$ cat src/rtl/core/mrpt_pkg.sv
package mrpt_pkg;

    localparam int WIT_BITS   = 32;
    localparam int CFG_IDX_W  = 3;
    localparam int CNT_BITS   = 3;

    localparam logic [CFG_IDX_W-1:0] REG_WITNESS_COUNT = 3'd0;

    localparam logic [WIT_BITS-1:0] RESET_WITNESS [0:6] = '{
        32'd2, 32'd3, 32'd5, 32'd7, 32'd11, 32'd13, 32'd17
    };

    // datapath operations
    typedef enum logic [2:0] {
        OP_NONE,
        OP_LOAD,     // latch candidate, start p-1 split
        OP_SHIFT,    // one step of the d/e split
        OP_REDUCE,   // witness mod p, one bit per cycle
        OP_MUL,      // take a multiply result, or set up the power with start_pow
        OP_INIT_MUL  // arm a multiply
    } dp_op_t;

    typedef struct packed {
        dp_op_t     op;
        logic [1:0] mul_sel;  // 0: r*=f, 1: f*=f, 2: x*=x
        logic       start_pow;
    } dp_cmd_t;

    localparam logic [1:0] MUL_RF = 2'd0;
    localparam logic [1:0] MUL_FF = 2'd1;
    localparam logic [1:0] MUL_XX = 2'd2;

endpackage

$ cat src/rtl/core/miller_rabin_prime_test_top.sv
// Deterministic Miller-Rabin test of one candidate at a time against up to
// MAX_WITNESSES configured bases. One shared shift-and-add modular multiplier
// forms every product; even values, 0 and 1 finish without the witness loop.
// A new item is taken only after the previous result has been moved to the
// output register.
module miller_rabin_prime_test_top #(
    parameter int WORD_BITS     = 64,
    parameter int MAX_WITNESSES = 7
) (
    input  logic        clk,
    input  logic        rst_n,
    input  logic        cfg_we,
    input  logic [2:0]  cfg_index,
    input  logic [31:0] cfg_data,
    input  logic        in_valid,
    output logic        in_ready,
    input  logic [63:0] candidate,
    output logic        out_valid,
    input  logic        out_ready,
    output logic        probable_prime
);
    import mrpt_pkg::*;

    logic [CNT_BITS-1:0] count_reg;
    logic [WIT_BITS-1:0] wit_reg [0:6];
    logic [CNT_BITS-1:0] wit_idx;
    dp_cmd_t             cmd;
    logic d_odd, d_zero, d_lsb, red_done, a_zero, mul_done;
    logic x_one, x_pm1, r_one, r_pm1, e_left;
    logic [WORD_BITS-1:0] cand;

    assign cand = candidate[WORD_BITS-1:0];

    always_ff @(posedge clk or negedge rst_n)
    begin
        if (!rst_n)
        begin
            count_reg <= 3'd7;
            for (int i = 0; i < 7; i++)
                wit_reg[i] <= RESET_WITNESS[i];
        end
        else if (cfg_we)
        begin
            if (cfg_index == REG_WITNESS_COUNT)
                count_reg <= cfg_data[CNT_BITS-1:0];
            else
                wit_reg[cfg_index - 3'd1] <= cfg_data;
        end
    end

    mrpt_ctrl #(.WORD_BITS(WORD_BITS), .MAX_WITNESSES(MAX_WITNESSES)) u_ctrl (
        .clk(clk), .rst_n(rst_n),
        .in_valid(in_valid), .in_ready(in_ready), .cand(cand),
        .out_valid(out_valid), .out_ready(out_ready), .out_prime(probable_prime),
        .used(count_reg), .wit_idx(wit_idx), .cmd(cmd),
        .d_odd(d_odd), .d_zero(d_zero), .d_lsb(d_lsb), .red_done(red_done),
        .a_zero(a_zero), .mul_done(mul_done), .x_one(x_one), .x_pm1(x_pm1),
        .r_one(r_one), .r_pm1(r_pm1), .e_left(e_left)
    );

    mrpt_datapath #(.WORD_BITS(WORD_BITS)) u_dp (
        .clk(clk), .rst_n(rst_n), .cand(cand),
        .witness(wit_reg[(wit_idx == 3'd7) ? 3'd0 : wit_idx]), .cmd(cmd),
        .d_odd(d_odd), .d_zero(d_zero), .d_lsb(d_lsb), .red_done(red_done),
        .a_zero(a_zero), .mul_done(mul_done), .x_one(x_one), .x_pm1(x_pm1),
        .r_one(r_one), .r_pm1(r_pm1), .e_left(e_left)
    );
endmodule

$ cat src/rtl/core/mrpt_mulmod.sv
// Shift-and-add modular multiply: one bit of b per cycle.
module mrpt_mulmod #(
    parameter int WORD_BITS = 64
) (
    input  logic                 clk,
    input  logic                 rst_n,
    input  logic                 start,
    input  logic [WORD_BITS-1:0] a,
    input  logic [WORD_BITS-1:0] b,
    input  logic [WORD_BITS-1:0] m,
    output logic                 busy,
    output logic                 done,
    output logic [WORD_BITS-1:0] result
);
    localparam int CW = $clog2(WORD_BITS + 1);

    logic [WORD_BITS-1:0] r_reg, r_next;
    logic [WORD_BITS-1:0] b_reg, b_next;
    logic [WORD_BITS-1:0] a_reg, m_reg;
    logic [CW-1:0]        cnt_reg, cnt_next;
    logic                 busy_reg, busy_next;
    logic                 done_reg, done_next;
    logic [WORD_BITS:0]   dbl, dsum;
    logic [WORD_BITS-1:0] r1;

    function automatic logic [WORD_BITS-1:0] addm(input logic [WORD_BITS-1:0] x,
                                                    input logic [WORD_BITS-1:0] y,
                                                    input logic [WORD_BITS-1:0] mm);
        logic [WORD_BITS:0] s;
        s = {1'b0, x} + {1'b0, y};
        if (s >= {1'b0, mm})
            s = s - {1'b0, mm};
        return s[WORD_BITS-1:0];
    endfunction

    always_comb
    begin
        dbl      = '0;
        dsum     = '0;
        r1       = addm(r_reg, r_reg, m_reg);
        r_next   = r_reg;
        b_next   = b_reg;
        cnt_next = cnt_reg;
        busy_next = busy_reg;
        done_next = 1'b0;
        if (start)
        begin
            r_next    = '0;
            b_next    = b;
            cnt_next  = CW'(WORD_BITS);
            busy_next = 1'b1;
        end
        else if (busy_reg)
        begin
            r_next   = b_reg[WORD_BITS-1] ? addm(r1, a_reg, m_reg) : r1;
            b_next   = b_reg << 1;
            cnt_next = cnt_reg - 1'b1;
            if (cnt_reg == CW'(1))
            begin
                busy_next = 1'b0;
                done_next = 1'b1;
            end
        end
    end

    always_ff @(posedge clk or negedge rst_n)
    begin
        if (!rst_n)
        begin
            busy_reg <= 1'b0;
            done_reg <= 1'b0;
            cnt_reg  <= '0;
        end
        else
        begin
            busy_reg <= busy_next;
            done_reg <= done_next;
            cnt_reg  <= cnt_next;
        end
    end

    always_ff @(posedge clk)
    begin
        r_reg <= r_next;
        b_reg <= b_next;
        if (start)
        begin
            a_reg <= a;
            m_reg <= m;
        end
    end

    assign busy   = busy_reg;
    assign done   = done_reg;
    assign result = r_reg;
endmodule

$ cat src/rtl/core/mrpt_datapath.sv
module mrpt_datapath #(
    parameter int WORD_BITS = 64
) (
    input  logic                          clk,
    input  logic                          rst_n,
    input  logic [WORD_BITS-1:0]          cand,
    input  logic [mrpt_pkg::WIT_BITS-1:0] witness,
    input  mrpt_pkg::dp_cmd_t             cmd,
    output logic                          d_odd,
    output logic                          d_zero,
    output logic                          d_lsb,
    output logic                          red_done,
    output logic                          a_zero,
    output logic                          mul_done,
    output logic                          x_one,
    output logic                          x_pm1,
    output logic                          r_one,
    output logic                          r_pm1,
    output logic                          e_left
);
    import mrpt_pkg::*;

    localparam int EW = $clog2(WORD_BITS + 1);
    localparam int RC = $clog2(WIT_BITS + 1);

    logic [WORD_BITS-1:0] p_reg, pm1_reg, d_reg, dd_reg, f_reg, r_reg, a_reg;
    logic [EW-1:0]        e_reg, k_reg;
    logic [WIT_BITS-1:0]  w_reg;
    logic [RC-1:0]        rc_reg;
    logic [1:0]           sel_reg;
    logic [WORD_BITS:0]   rem2;
    logic                 m_start, m_busy, m_done;
    logic [WORD_BITS-1:0] ma, mb, mres;

    // restoring reduction of the witness, one witness bit per cycle
    assign rem2 = {a_reg, w_reg[WIT_BITS-1]};

    always_comb
    begin
        m_start = (cmd.op == OP_INIT_MUL);
        ma = r_reg;
        mb = f_reg;
        unique case (cmd.mul_sel)
            MUL_RF: begin ma = r_reg; mb = f_reg; end
            MUL_FF: begin ma = f_reg; mb = f_reg; end
            default: begin ma = r_reg; mb = r_reg; end
        endcase
    end

    mrpt_mulmod #(.WORD_BITS(WORD_BITS)) u_mul (
        .clk(clk), .rst_n(rst_n), .start(m_start),
        .a(ma), .b(mb), .m(p_reg),
        .busy(m_busy), .done(m_done), .result(mres)
    );

    always_ff @(posedge clk or negedge rst_n)
    begin
        if (!rst_n)
            sel_reg <= MUL_RF;
        else if (m_start)
            sel_reg <= cmd.mul_sel;
    end

    always_ff @(posedge clk)
    begin
        unique case (cmd.op)
            OP_LOAD:
            begin
                p_reg   <= cand;
                pm1_reg <= cand - 1'b1;
                d_reg   <= cand - 1'b1;
                e_reg   <= '0;
                a_reg   <= '0;
                w_reg   <= witness;
                rc_reg  <= RC'(WIT_BITS);
            end
            OP_SHIFT:
            begin
                d_reg <= d_reg >> 1;
                e_reg <= e_reg + 1'b1;
            end
            OP_REDUCE:
            begin
                if (cmd.start_pow)
                begin
                    a_reg  <= '0;
                    w_reg  <= witness;
                    rc_reg <= RC'(WIT_BITS);
                end
                else if (rc_reg != '0)
                begin
                    if (rem2 >= {1'b0, p_reg})
                        a_reg <= WORD_BITS'(rem2 - {1'b0, p_reg});
                    else
                        a_reg <= rem2[WORD_BITS-1:0];
                    w_reg  <= w_reg << 1;
                    rc_reg <= rc_reg - 1'b1;
                end
            end
            OP_MUL:
            begin
                if (cmd.start_pow)
                begin
                    r_reg  <= WORD_BITS'(1);
                    f_reg  <= a_reg;
                    dd_reg <= d_reg;
                    k_reg  <= EW'(1);
                end
                else if (m_done)
                begin
                    unique case (sel_reg)
                        MUL_RF: r_reg <= mres;
                        MUL_FF:
                        begin
                            f_reg  <= mres;
                            dd_reg <= dd_reg >> 1;
                        end
                        default:
                        begin
                            r_reg <= mres;
                            k_reg <= k_reg + 1'b1;
                        end
                    endcase
                end
            end
            default: ;
        endcase
    end

    assign d_odd    = d_reg[0];
    assign d_zero   = (dd_reg == '0);
    assign d_lsb    = dd_reg[0];
    assign red_done = (rc_reg == '0);
    assign a_zero   = (a_reg == '0);
    assign mul_done = m_done && !m_busy;
    assign x_one    = (r_reg == WORD_BITS'(1));
    assign x_pm1    = (r_reg == pm1_reg);
    assign r_one    = (mres == WORD_BITS'(1));
    assign r_pm1    = (mres == pm1_reg);
    assign e_left   = (k_reg < e_reg);
endmodule

$ cat src/rtl/core/mrpt_ctrl.sv
module mrpt_ctrl #(
    parameter int WORD_BITS     = 64,
    parameter int MAX_WITNESSES = 7
) (
    input  logic                          clk,
    input  logic                          rst_n,
    input  logic                          in_valid,
    output logic                          in_ready,
    input  logic [WORD_BITS-1:0]          cand,
    output logic                          out_valid,
    input  logic                          out_ready,
    output logic                          out_prime,
    input  logic [mrpt_pkg::CNT_BITS-1:0] used,
    output logic [mrpt_pkg::CNT_BITS-1:0] wit_idx,
    output mrpt_pkg::dp_cmd_t             cmd,
    input  logic                          d_odd,
    input  logic                          d_zero,
    input  logic                          d_lsb,
    input  logic                          red_done,
    input  logic                          a_zero,
    input  logic                          mul_done,
    input  logic                          x_one,
    input  logic                          x_pm1,
    input  logic                          r_one,
    input  logic                          r_pm1,
    input  logic                          e_left
);
    import mrpt_pkg::*;

    localparam logic [3:0] S_IDLE   = 4'd0;
    localparam logic [3:0] S_SPLIT  = 4'd1;
    localparam logic [3:0] S_WSTART = 4'd2;
    localparam logic [3:0] S_RED    = 4'd3;
    localparam logic [3:0] S_PSTEP  = 4'd5;
    localparam logic [3:0] S_PWAIT  = 4'd6;
    localparam logic [3:0] S_CHECK  = 4'd7;
    localparam logic [3:0] S_SQ     = 4'd8;
    localparam logic [3:0] S_SQWAIT = 4'd9;
    localparam logic [3:0] S_NEXT   = 4'd10;
    localparam logic [3:0] S_DONE   = 4'd11;

    logic [3:0]          state_reg, state_next;
    logic [CNT_BITS-1:0] idx_reg, idx_next, lim;
    logic                prime_reg, prime_next;
    logic                res_reg, res_next;   // result item held for the output side
    logic                ov_reg, ov_next;
    logic                sq_reg, sq_next;   // 1: pending mult is f*f
    logic                acc;

    assign lim = (used > CNT_BITS'(MAX_WITNESSES)) ? CNT_BITS'(MAX_WITNESSES) : used;
    assign acc = in_valid && in_ready;

    always_comb
    begin
        state_next = state_reg;
        idx_next   = idx_reg;
        prime_next = prime_reg;
        res_next   = res_reg;
        ov_next    = ov_reg;
        sq_next    = sq_reg;
        cmd        = '{op: OP_NONE, mul_sel: MUL_RF, start_pow: 1'b0};
        if (ov_reg && out_ready)
            ov_next = 1'b0;
        unique case (state_reg)
            S_IDLE:
                if (acc)
                begin
                    cmd.op   = OP_LOAD;
                    idx_next = '0;
                    if (cand < WORD_BITS'(2) || (cand != WORD_BITS'(2) && !cand[0]))
                    begin
                        prime_next = 1'b0;
                        state_next = S_DONE;
                    end
                    else if (cand == WORD_BITS'(2))
                    begin
                        prime_next = 1'b1;
                        state_next = S_DONE;
                    end
                    else
                    begin
                        prime_next = 1'b1;
                        state_next = S_SPLIT;
                    end
                end
            S_SPLIT:
                if (d_odd)
                    state_next = S_NEXT;
                else
                    cmd.op = OP_SHIFT;
            S_NEXT:
                if (idx_reg >= lim)
                    state_next = S_DONE;
                else
                begin
                    cmd.op        = OP_REDUCE;
                    cmd.start_pow = 1'b1;
                    state_next    = S_RED;
                end
            S_RED:
            begin
                cmd.op = OP_REDUCE;
                if (red_done)
                    state_next = S_WSTART;
            end
            S_WSTART:
                if (a_zero)
                begin
                    idx_next   = idx_reg + 1'b1;
                    state_next = S_NEXT;
                end
                else
                begin
                    cmd.op        = OP_MUL;
                    cmd.start_pow = 1'b1;
                    state_next    = S_PSTEP;
                end
            S_PSTEP:
                if (d_zero)
                    state_next = S_CHECK;
                else
                begin
                    cmd.op = OP_INIT_MUL;
                    if (d_lsb && !sq_reg)
                    begin
                        cmd.mul_sel = MUL_RF;
                        sq_next     = 1'b1;
                    end
                    else
                    begin
                        cmd.mul_sel = MUL_FF;
                        sq_next     = 1'b0;
                    end
                    state_next = S_PWAIT;
                end
            S_PWAIT:
            begin
                cmd.op = OP_MUL;
                if (mul_done)
                    state_next = S_PSTEP;
            end
            S_CHECK:
                if (x_one || x_pm1)
                begin
                    idx_next   = idx_reg + 1'b1;
                    state_next = S_NEXT;
                end
                else
                    state_next = S_SQ;
            S_SQ:
                if (!e_left)
                begin
                    prime_next = 1'b0;
                    state_next = S_DONE;
                end
                else
                begin
                    cmd.op      = OP_INIT_MUL;
                    cmd.mul_sel = MUL_XX;
                    state_next  = S_SQWAIT;
                end
            S_SQWAIT:
            begin
                cmd.op = OP_MUL;
                if (mul_done)
                begin
                    if (r_pm1)
                    begin
                        idx_next   = idx_reg + 1'b1;
                        state_next = S_NEXT;
                    end
                    else if (r_one)
                    begin
                        prime_next = 1'b0;
                        state_next = S_DONE;
                    end
                    else
                        state_next = S_SQ;
                end
            end
            S_DONE:
                if (!ov_reg || out_ready)
                begin
                    ov_next    = 1'b1;
                    res_next   = prime_reg;
                    state_next = S_IDLE;
                end
            default: state_next = S_IDLE;
        endcase
    end

    always_ff @(posedge clk or negedge rst_n)
    begin
        if (!rst_n)
        begin
            state_reg <= S_IDLE;
            idx_reg   <= '0;
            prime_reg <= 1'b0;
            res_reg   <= 1'b0;
            ov_reg    <= 1'b0;
            sq_reg    <= 1'b0;
        end
        else
        begin
            state_reg <= state_next;
            idx_reg   <= idx_next;
            prime_reg <= prime_next;
            res_reg   <= res_next;
            ov_reg    <= ov_next;
            sq_reg    <= (state_reg == S_WSTART) ? 1'b0 : sq_next;
        end
    end

    assign in_ready  = (state_reg == S_IDLE);
    assign out_valid = ov_reg;
    assign out_prime = res_reg;
    assign wit_idx   = idx_reg;
endmodule
$ cat config.mk
export PLATFORM = sky130hd
export DESIGN_NAME = miller_rabin_prime_test_top
export DESIGN_NICKNAME = d
export VERILOG_FILES = /design/src/rtl/core/mrpt_pkg.sv /design/src/rtl/core/miller_rabin_prime_test_top.sv /design/src/rtl/core/mrpt_mulmod.sv /design/src/rtl/core/mrpt_datapath.sv /design/src/rtl/core/mrpt_ctrl.sv
export SDC_FILE = /design/constraint.sdc
export NUM_CORES = 2
export LEC_CHECK = 0
export BUFFER_PORTS_ARGS = -buffer_cell sky130_fd_sc_hd__buf_2
export CAP_MARGIN = 30
export CORE_MARGIN = 1.5
export CORE_UTILIZATION = 40
export DETAILED_ROUTE_END_ITERATION = 16
export GPL_TIMING_DRIVEN = 0
export PLACE_DENSITY = 0.57
export RECOVER_POWER = 25
export SLEW_MARGIN = 20
export SYNTH_ARGS = -nofsm -noshare
export SYNTH_HDL_FRONTEND = slang
export SYNTH_SLANG_ARGS = --single-unit
$ cat constraint.sdc
create_clock -name clk -period 12.68 [get_ports clk]
set_clock_uncertainty 0.2 [all_clocks]
set_input_delay 2.536 -clock clk [delete_from_list [all_inputs] [get_ports clk]]
set_output_delay 2.536 -clock clk [all_outputs]
set_load 0.01 [all_outputs]
# Word-level counts from Yosys, hierarchy flattened
# Index checks and enable logic that the tools add are counted.
dict set report word_totals {
  input_bits 104
  word_cells 235
  ff_bits 1005
  output_inout_bits 3
}
dict set report classes {
  bitwise 3
  muxes 93
  n_addsub 12
  eq_ne 41
  magnitude_cmp 10
  n_reduce_logical 43
}
# operator n
set ops {}
lappend ops {{two-way mux 64 bit} 18}
lappend ops {{one-hot mux 64 bit (2 select lines)} 2}
lappend ops {{bitwise mux 224 bit} 1}
lappend ops {{>= comparator 65 x 64 -> 1 bit} 3}
lappend ops {{subtractor 64 bit} 3}
lappend ops {{two-way mux 32 bit} 5}
lappend ops {{adder 64 x 64 -> 65 bit} 2}
lappend ops {{== test 64 x 1 -> 1 bit, second input constant} 2}
lappend ops {{== test 64 bit} 2}
lappend ops {{zero test 64 bit} 2}
lappend ops {{binary-select mux 32 bit (select 3 bit)} 1}
lappend ops {{demux 32 bit (select 3 bit)} 1}
lappend ops {{== test 64 x 2 -> 1 bit, second input constant} 1}
lappend ops {{< comparator 64 x 2 -> 1 bit, second input constant} 1}
lappend ops {{!= test 64 x 2 -> 1 bit, second input constant} 1}
lappend ops {{one-hot mux 32 bit (2 select lines)} 1}
lappend ops {{subtractor 64 x 1 -> 64 bit, second input constant} 1}
lappend ops {{two-way mux 4 bit} 11}
lappend ops {{one-hot mux 4 bit (11 select lines)} 1}
lappend ops {{two-way mux 7 bit} 4}
lappend ops {{two-way mux 1 bit} 24}
lappend ops {{two-way mux 3 bit} 8}
lappend ops {{one-hot mux 3 bit (8 select lines)} 1}
lappend ops {{!= test 2 bit, second input constant} 11}
lappend ops {{47 further kinds} 95}

# Longest topological paths before layout
dict set report logic_depth {
  word_depth 9
  mapped_depth 41
  ltp_nobuf 35
}

# By module
# A second synthesis with hierarchy kept.
dict set report hier_totals {
  hier_cells 6081
  hier_area_um2 62842.8
}
# mod area_each_um2 seq_area_each_um2 cells_each n_inst
set by_module_without_submodules {}
lappend by_module_without_submodules {mrpt_datapath 28028.1 15064.4 2434 1}
lappend by_module_without_submodules {mrpt_mulmod 22770.6 7272.0 2657 1}
lappend by_module_without_submodules {miller_rabin_prime_test_top 10820.4 5704.2 834 1}
lappend by_module_without_submodules {mrpt_ctrl 1223.7 275.3 156 1}

# Worst setup path before layout
# Ideal clock, no wire load.
dict set report synth_timing {
  path_type {register to register}
  from {register u_ctrl.idx_reg[0] (netlist: u_ctrl.wit_idx[0])}
  to {register u_dp.dd_reg[0], enable pin}
  synth_period_minus_slack_ns 8.619
  arrival_time_ns 7.802
  setup_ns 0.616
  path_buffers 3
  required_time_ns 11.864
  path_slack_ns 4.061
  stages_incl_launch_ff 13
  cell_sequence {dfrtp_1 -> inv_1 -> ha_1 -> nand2b_1 -> a21o_1 -> a21oi_1 -> nand3_1 -> o21ai_0 -> clkbuf_1 -> clkbuf_1 -> clkbuf_1 -> a21oi_1 -> nor2_1}
}
dict set report synth_via {
  elab_chain_len 5
  elab_cells_between_ends 9
  cone_classes {order compare (1); eq/ne (1); mux (4); reduce/logical (3)}
}
# item line_no
set synth_lines {}
lappend synth_lines {{start: declaration} mrpt_ctrl.sv:43} ;# logic [CNT_BITS-1:0] idx_reg, idx_next, lim;
lappend synth_lines {{start signal: assignment} mrpt_ctrl.sv:206} ;# idx_reg <= idx_next;
lappend synth_lines {{>= comparator 3 bit *} mrpt_ctrl.sv:92} ;# if (idx_reg >= lim)
lappend synth_lines {{two-way mux 2 bit or two-way mux 1 bit (tied branches)} mrpt_ctrl.sv:92}
lappend synth_lines {{one-hot mux 3 bit (8 select lines) or one-hot mux 1 bit (2 select lines) (tied branches)} mrpt_ctrl.sv:64} ;# unique case (state_reg)
lappend synth_lines {{== test 3 bit or nonzero test 2 bit (tied branches)} n/a}
lappend synth_lines {{AND reduction 3 bit (no line) *} n/a}
lappend synth_lines {{end signal: assignment} mrpt_datapath.sv:106} ;# dd_reg <= d_reg;
lappend synth_lines {{end signal: assignment} mrpt_datapath.sv:116} ;# dd_reg <= dd_reg >> 1;
lappend synth_lines {{end: declaration} mrpt_datapath.sv:26} ;# logic [WORD_BITS-1:0] p_reg, pm1_reg, d_reg, dd_reg, f_reg, r_reg, a_reg;
# Mark *: on every way between the ends. The rest lies on a longest branch, timed or not.
# A chain may end at the register's enable or synchronous reset.

# Worst setup path after layout
dict set report layout_timing {
  from {register u_dp.u_mul.r_reg[59] (netlist: u_dp.u_mul.result[59])}
  to {register u_dp.u_mul.r_reg[26] (netlist: u_dp.u_mul.result[26])}
}
dict set report layout_via {
  elab_chain_len 7
  elab_cells_between_ends 9
  cone_classes {add/sub (4); order compare (2); mux (3)}
}
# item line_no
set layout_lines {}
lappend layout_lines {{start: declaration} mrpt_mulmod.sv:17} ;# logic [WORD_BITS-1:0] r_reg, r_next;
lappend layout_lines {{start signal: assignment} mrpt_mulmod.sv:84} ;# r_reg <= r_next;
lappend layout_lines {{adder 64 x 64 -> 65 bit *} mrpt_mulmod.sv:30} ;# s = {1'b0, x} + {1'b0, y};
lappend layout_lines {{>= comparator 65 x 64 -> 1 bit or subtractor 64 bit (tied branches)} {mrpt_mulmod.sv:31, mrpt_mulmod.sv:32}}
lappend layout_lines {{two-way mux 64 bit *} mrpt_mulmod.sv:31} ;# if (s >= {1'b0, mm})
lappend layout_lines {{adder 64 x 64 -> 65 bit} mrpt_mulmod.sv:30}
lappend layout_lines {{subtractor 64 bit or >= comparator 65 x 64 -> 1 bit (tied branches)} {mrpt_mulmod.sv:32, mrpt_mulmod.sv:31}}
lappend layout_lines {{two-way mux 64 bit} mrpt_mulmod.sv:31}
lappend layout_lines {{two-way mux 64 bit *} mrpt_mulmod.sv:55} ;# r_next = b_reg[WORD_BITS-1] ? addm(r1, a_reg, m_reg) : r1;
# Marked as above.

==> results_dict.tcl <==
set metrics [dict create \
    worst_pin_slew_ns 5.049 \
    grt_pass1_wl_um 327400 \
    timing.final.crit_period_ns 12.32 \
    worstHoldPathCells 0 \
    r2r_end "u_dp.u_mul.result[26]" \
    clock_path_buffers 3 \
    area_delta_synth_final_pct 12.01 \
    cp_slowest_cell "dfxtp_1" \
    max_stage_delay_ns 0.68 \
    place_congestion 1.031 \
    grt_max_degree 96 \
    slew_violations 380 \
    die_h_um 394.4 \
    setup_viol_count_final 0 \
    grt_util_met1_pct 41.48 \
    drc 0 \
    clock_latency_ns 0.76 \
    arrival_ns 12.72 \
    die_w_um 394.4 \
    start_util_pct 40.30 \
    rsz0062_at_grt "no" \
    relSlewSlack_pct -236.6 \
    rows 143 \
    drive_above_1_share_pct 12.21 \
    ys.flop_type "edfxtp_1" \
    fillerInstances 14560 \
    drtIter0Drc 5183 \
    grtUsageTotal_pct 28.63 \
    dpl.hpwl_um 182700 \
    drtAntennaViolNets 0 \
    layout.nets 6601 \
    netlist_instances 5964 \
    largest_reg_flops 224 \
    numCtsBuffers 105 \
    routed-via-count 49650 \
    hold_path_class "reg -> reg" \
    drv_cap 6 \
    drtPass1Iterations 6 \
    syn_area_per_cell_um2 10.28 \
    clkSinkCount 1005 \
    dieArea_mm2 0.1556 \
    crit_type "reg -> reg" \
    worstSetupStartpointType "register" \
    grt_antenna_before_repair 27 \
    port-buffer-count 106 \
    path_clk_slew_ns 0.07 \
    synth_edf_count 692 \
    busiest_layer "met2" \
    path_max_fanout 10 \
    min_from "u_dp.p_reg[59]" \
    cp_data_required_time_ns 13.08 \
    cts_root_buffer "clkbuf_16" \
    hold_buffers 0 \
    yosysSeqAreaShare_pct 46.20 \
    ys_seq_elements 1005 \
    cts_tree "done" \
    wl_um 228900 \
    yosysWarnings 0 \
    grt_pass1_vias 47090 \
    cp-end-kind "register" \
    viasPerCell 5.942 \
    min_to "u_dp.u_mul.m_reg[59]" \
    violations "max-capacitance violations, max-slew violations" \
    wire_per_inst_um 27.39 \
    hold_slack_ns 0.2614 \
    finalHoldViolCount 0 \
    post-route-period-util_pct 97.14 \
    overflow 0 \
    ff2ff_path_depth 35 \
    coreArea_mm2 0.1521 \
    synth_cell_types 88 \
    multi_input_area_mm2 0.03104 \
    regToRegStartpoint "u_dp.u_mul.result[59]" \
    async_flop_share_pct 24.78 \
    ff2ff_setup_slack_ns 0.36 \
    grt_use_met2_pct 43.11 \
    fmax_mhz 81.19 \
    gr-usage-met3_pct 2.936 \
    seq_area_mm2 0.02832 \
    cts-htree-levels 3 \
    syn_area_mm2 0.06129 \
    ios 107 \
    synthesis.nets 6350 \
    status "complete, but fails checks" \
]
## metal layers
metal / part of all wire, % / up-vias / routed length [µm]
met5: 0.0057 / - / 13
met4: 4.6 / 2 / 10580
met3: 7.2 / 374 / 16540
met2: 43 / 2085 / 99180
met1: 45 / 24520 / 102600
li1: - / 22660 / -
## synth_stat cells (all sizes together), types with 9 or more instances
cell type	n	share of area, %
mux2i	126	2.1
and2	23	0.23
o21ai	357	2.9
inv	225	1.4
o21bai	43	0.53
a221o	9	0.15
xor2	271	3.9
dfstp	19	0.81
mux2	423	7.8
nor3	83	0.73
buf	38	0.28
a211oi	48	0.60
a21o	220	2.7
o211ai	58	0.71
a21boi	15	0.18
nor2b	86	0.88
nand3	74	0.60
a21oi	377	3.1
a22oi	70	0.86
a221oi	9	0.13
nand4	112	1.1
dfrtp	230	9.4
o22ai	54	0.55
nor2	434	2.7
edfxtp	692	34
o31ai	36	0.44
dfxtp	64	2.1
clkbuf	264	1.6
nor4	130	1.3
o21a	34	0.42
or3	31	0.32
xnor2	166	2.4
a31oi	37	0.38
and3	25	0.26
or4	13	0.17
a311oi	38	0.54
nand2	540	3.3
ha	278	5.7
nand2b	37	0.41
or2	20	0.20
## critical path, delay by kind of cell, from the launching register on
family                     cells  cell delay [ns]
AOI/OAI and AO/OA             14             4.83
buffers and inverters          7             3.09
and+or+nand+nor               10             2.30
adders and majority gates      3             0.77
DFF                            1             0.68
xor gates and xnor gates       1             0.25
## worst max-delay path by stage
stage / endpoint / startpoint
6_report: u_dp.u_mul.result[26] / u_dp.u_mul.result[59]
5_1_grt: u_dp.u_mul.result[50] / u_dp.u_mul.result[15]
4_1_cts: u_dp.u_mul.result[10] / u_dp.u_mul.result[0]
3_5_place_dp: u_dp.u_mul.result[46] / u_dp.u_mul.result[0]
3_3_place_gp: u_dp.f_reg[4] / u_ctrl.wit_idx[0]
2_1_floorplan: u_dp.dd_reg[0] / u_ctrl.wit_idx[0]
## layout make-up
type                       instances  area share (%)
antenna                           17         0.06196
multi-input combinational       4428           45.21
tap                             2030           3.700
sequential                      1005           41.24
clock buffer                     139           4.204
clock inverter                    61           1.143
buffer                           302           1.706
timing repair buffer             144           1.471
inverter                         229           1.257
## logic make-up (layout without fill, tap and decap cells)
logic type | count (synthesis) | count (layout) | share of synthesized area, %
adder cells (fa/ha/maj) | 282 | 282 | 5.806
other | 0 | 17 | 0
flip-flops | 1005 | 1005 | 46.20
buffers and inverters | 531 | 875 | 3.295
AND/OR/NAND/NOR | 1643 | 1643 | 12.74
XOR/XNOR | 437 | 437 | 6.245
AO/OA/AOI/OAI | 1517 | 1517 | 15.88
multiplexers | 549 | 549 | 9.829
## what timing repair did
action	in CTS	in global routing
resized for setup	2	6
setup endpoints to repair	45	59
pin swaps	0	1
setup buffers	0	1
## layout by cell type, fill, tap and decap left out, drive strengths merged, types with 41 or more instances in the layout
cell type	netlist	routed
nor4	130	130
nand4	112	112
mux2	423	423
buf	38	108
edfxtp	692	692
xnor2	166	166
a22oi	70	70
nor3	83	83
a21oi	377	377
xor2	271	271
o22ai	54	54
nor2b	86	86
ha	278	278
o21bai	43	43
clkbuf	264	477
mux2i	126	126
nor2	434	434
inv	225	228
o211ai	58	58
dfrtp	230	230
nand3	74	74
clkinv	4	41
a21o	220	220
dfxtp	64	64
nand2	540	540
o21ai	357	357
a211oi	48	48
## through the flow
stage / TNS (ns) / setup slack (ns) / util (%) / instances / cell area (µm²)
4_1_cts: 0 / 0.01986 / 45.21 / 8335 / 68760
3_5_place_dp: -7.151 / -0.3772 / 42.80 / 8135 / 65090
6_report: 0 / 0.3627 / 45.14 / 8355 / 68650
3_3_place_gp: -269.04 / -1.673 / 42.32 / 8100 / 64360
5_1_grt: 0 / 0.05290 / 45.14 / 8351 / 68640
2_1_floorplan: 0 / 4.061 / - / 5964 / 61290
Power is left out: the tool's default activity adds up to more than one toggle a clock period on the data nets, which glitch-free logic cannot reach.
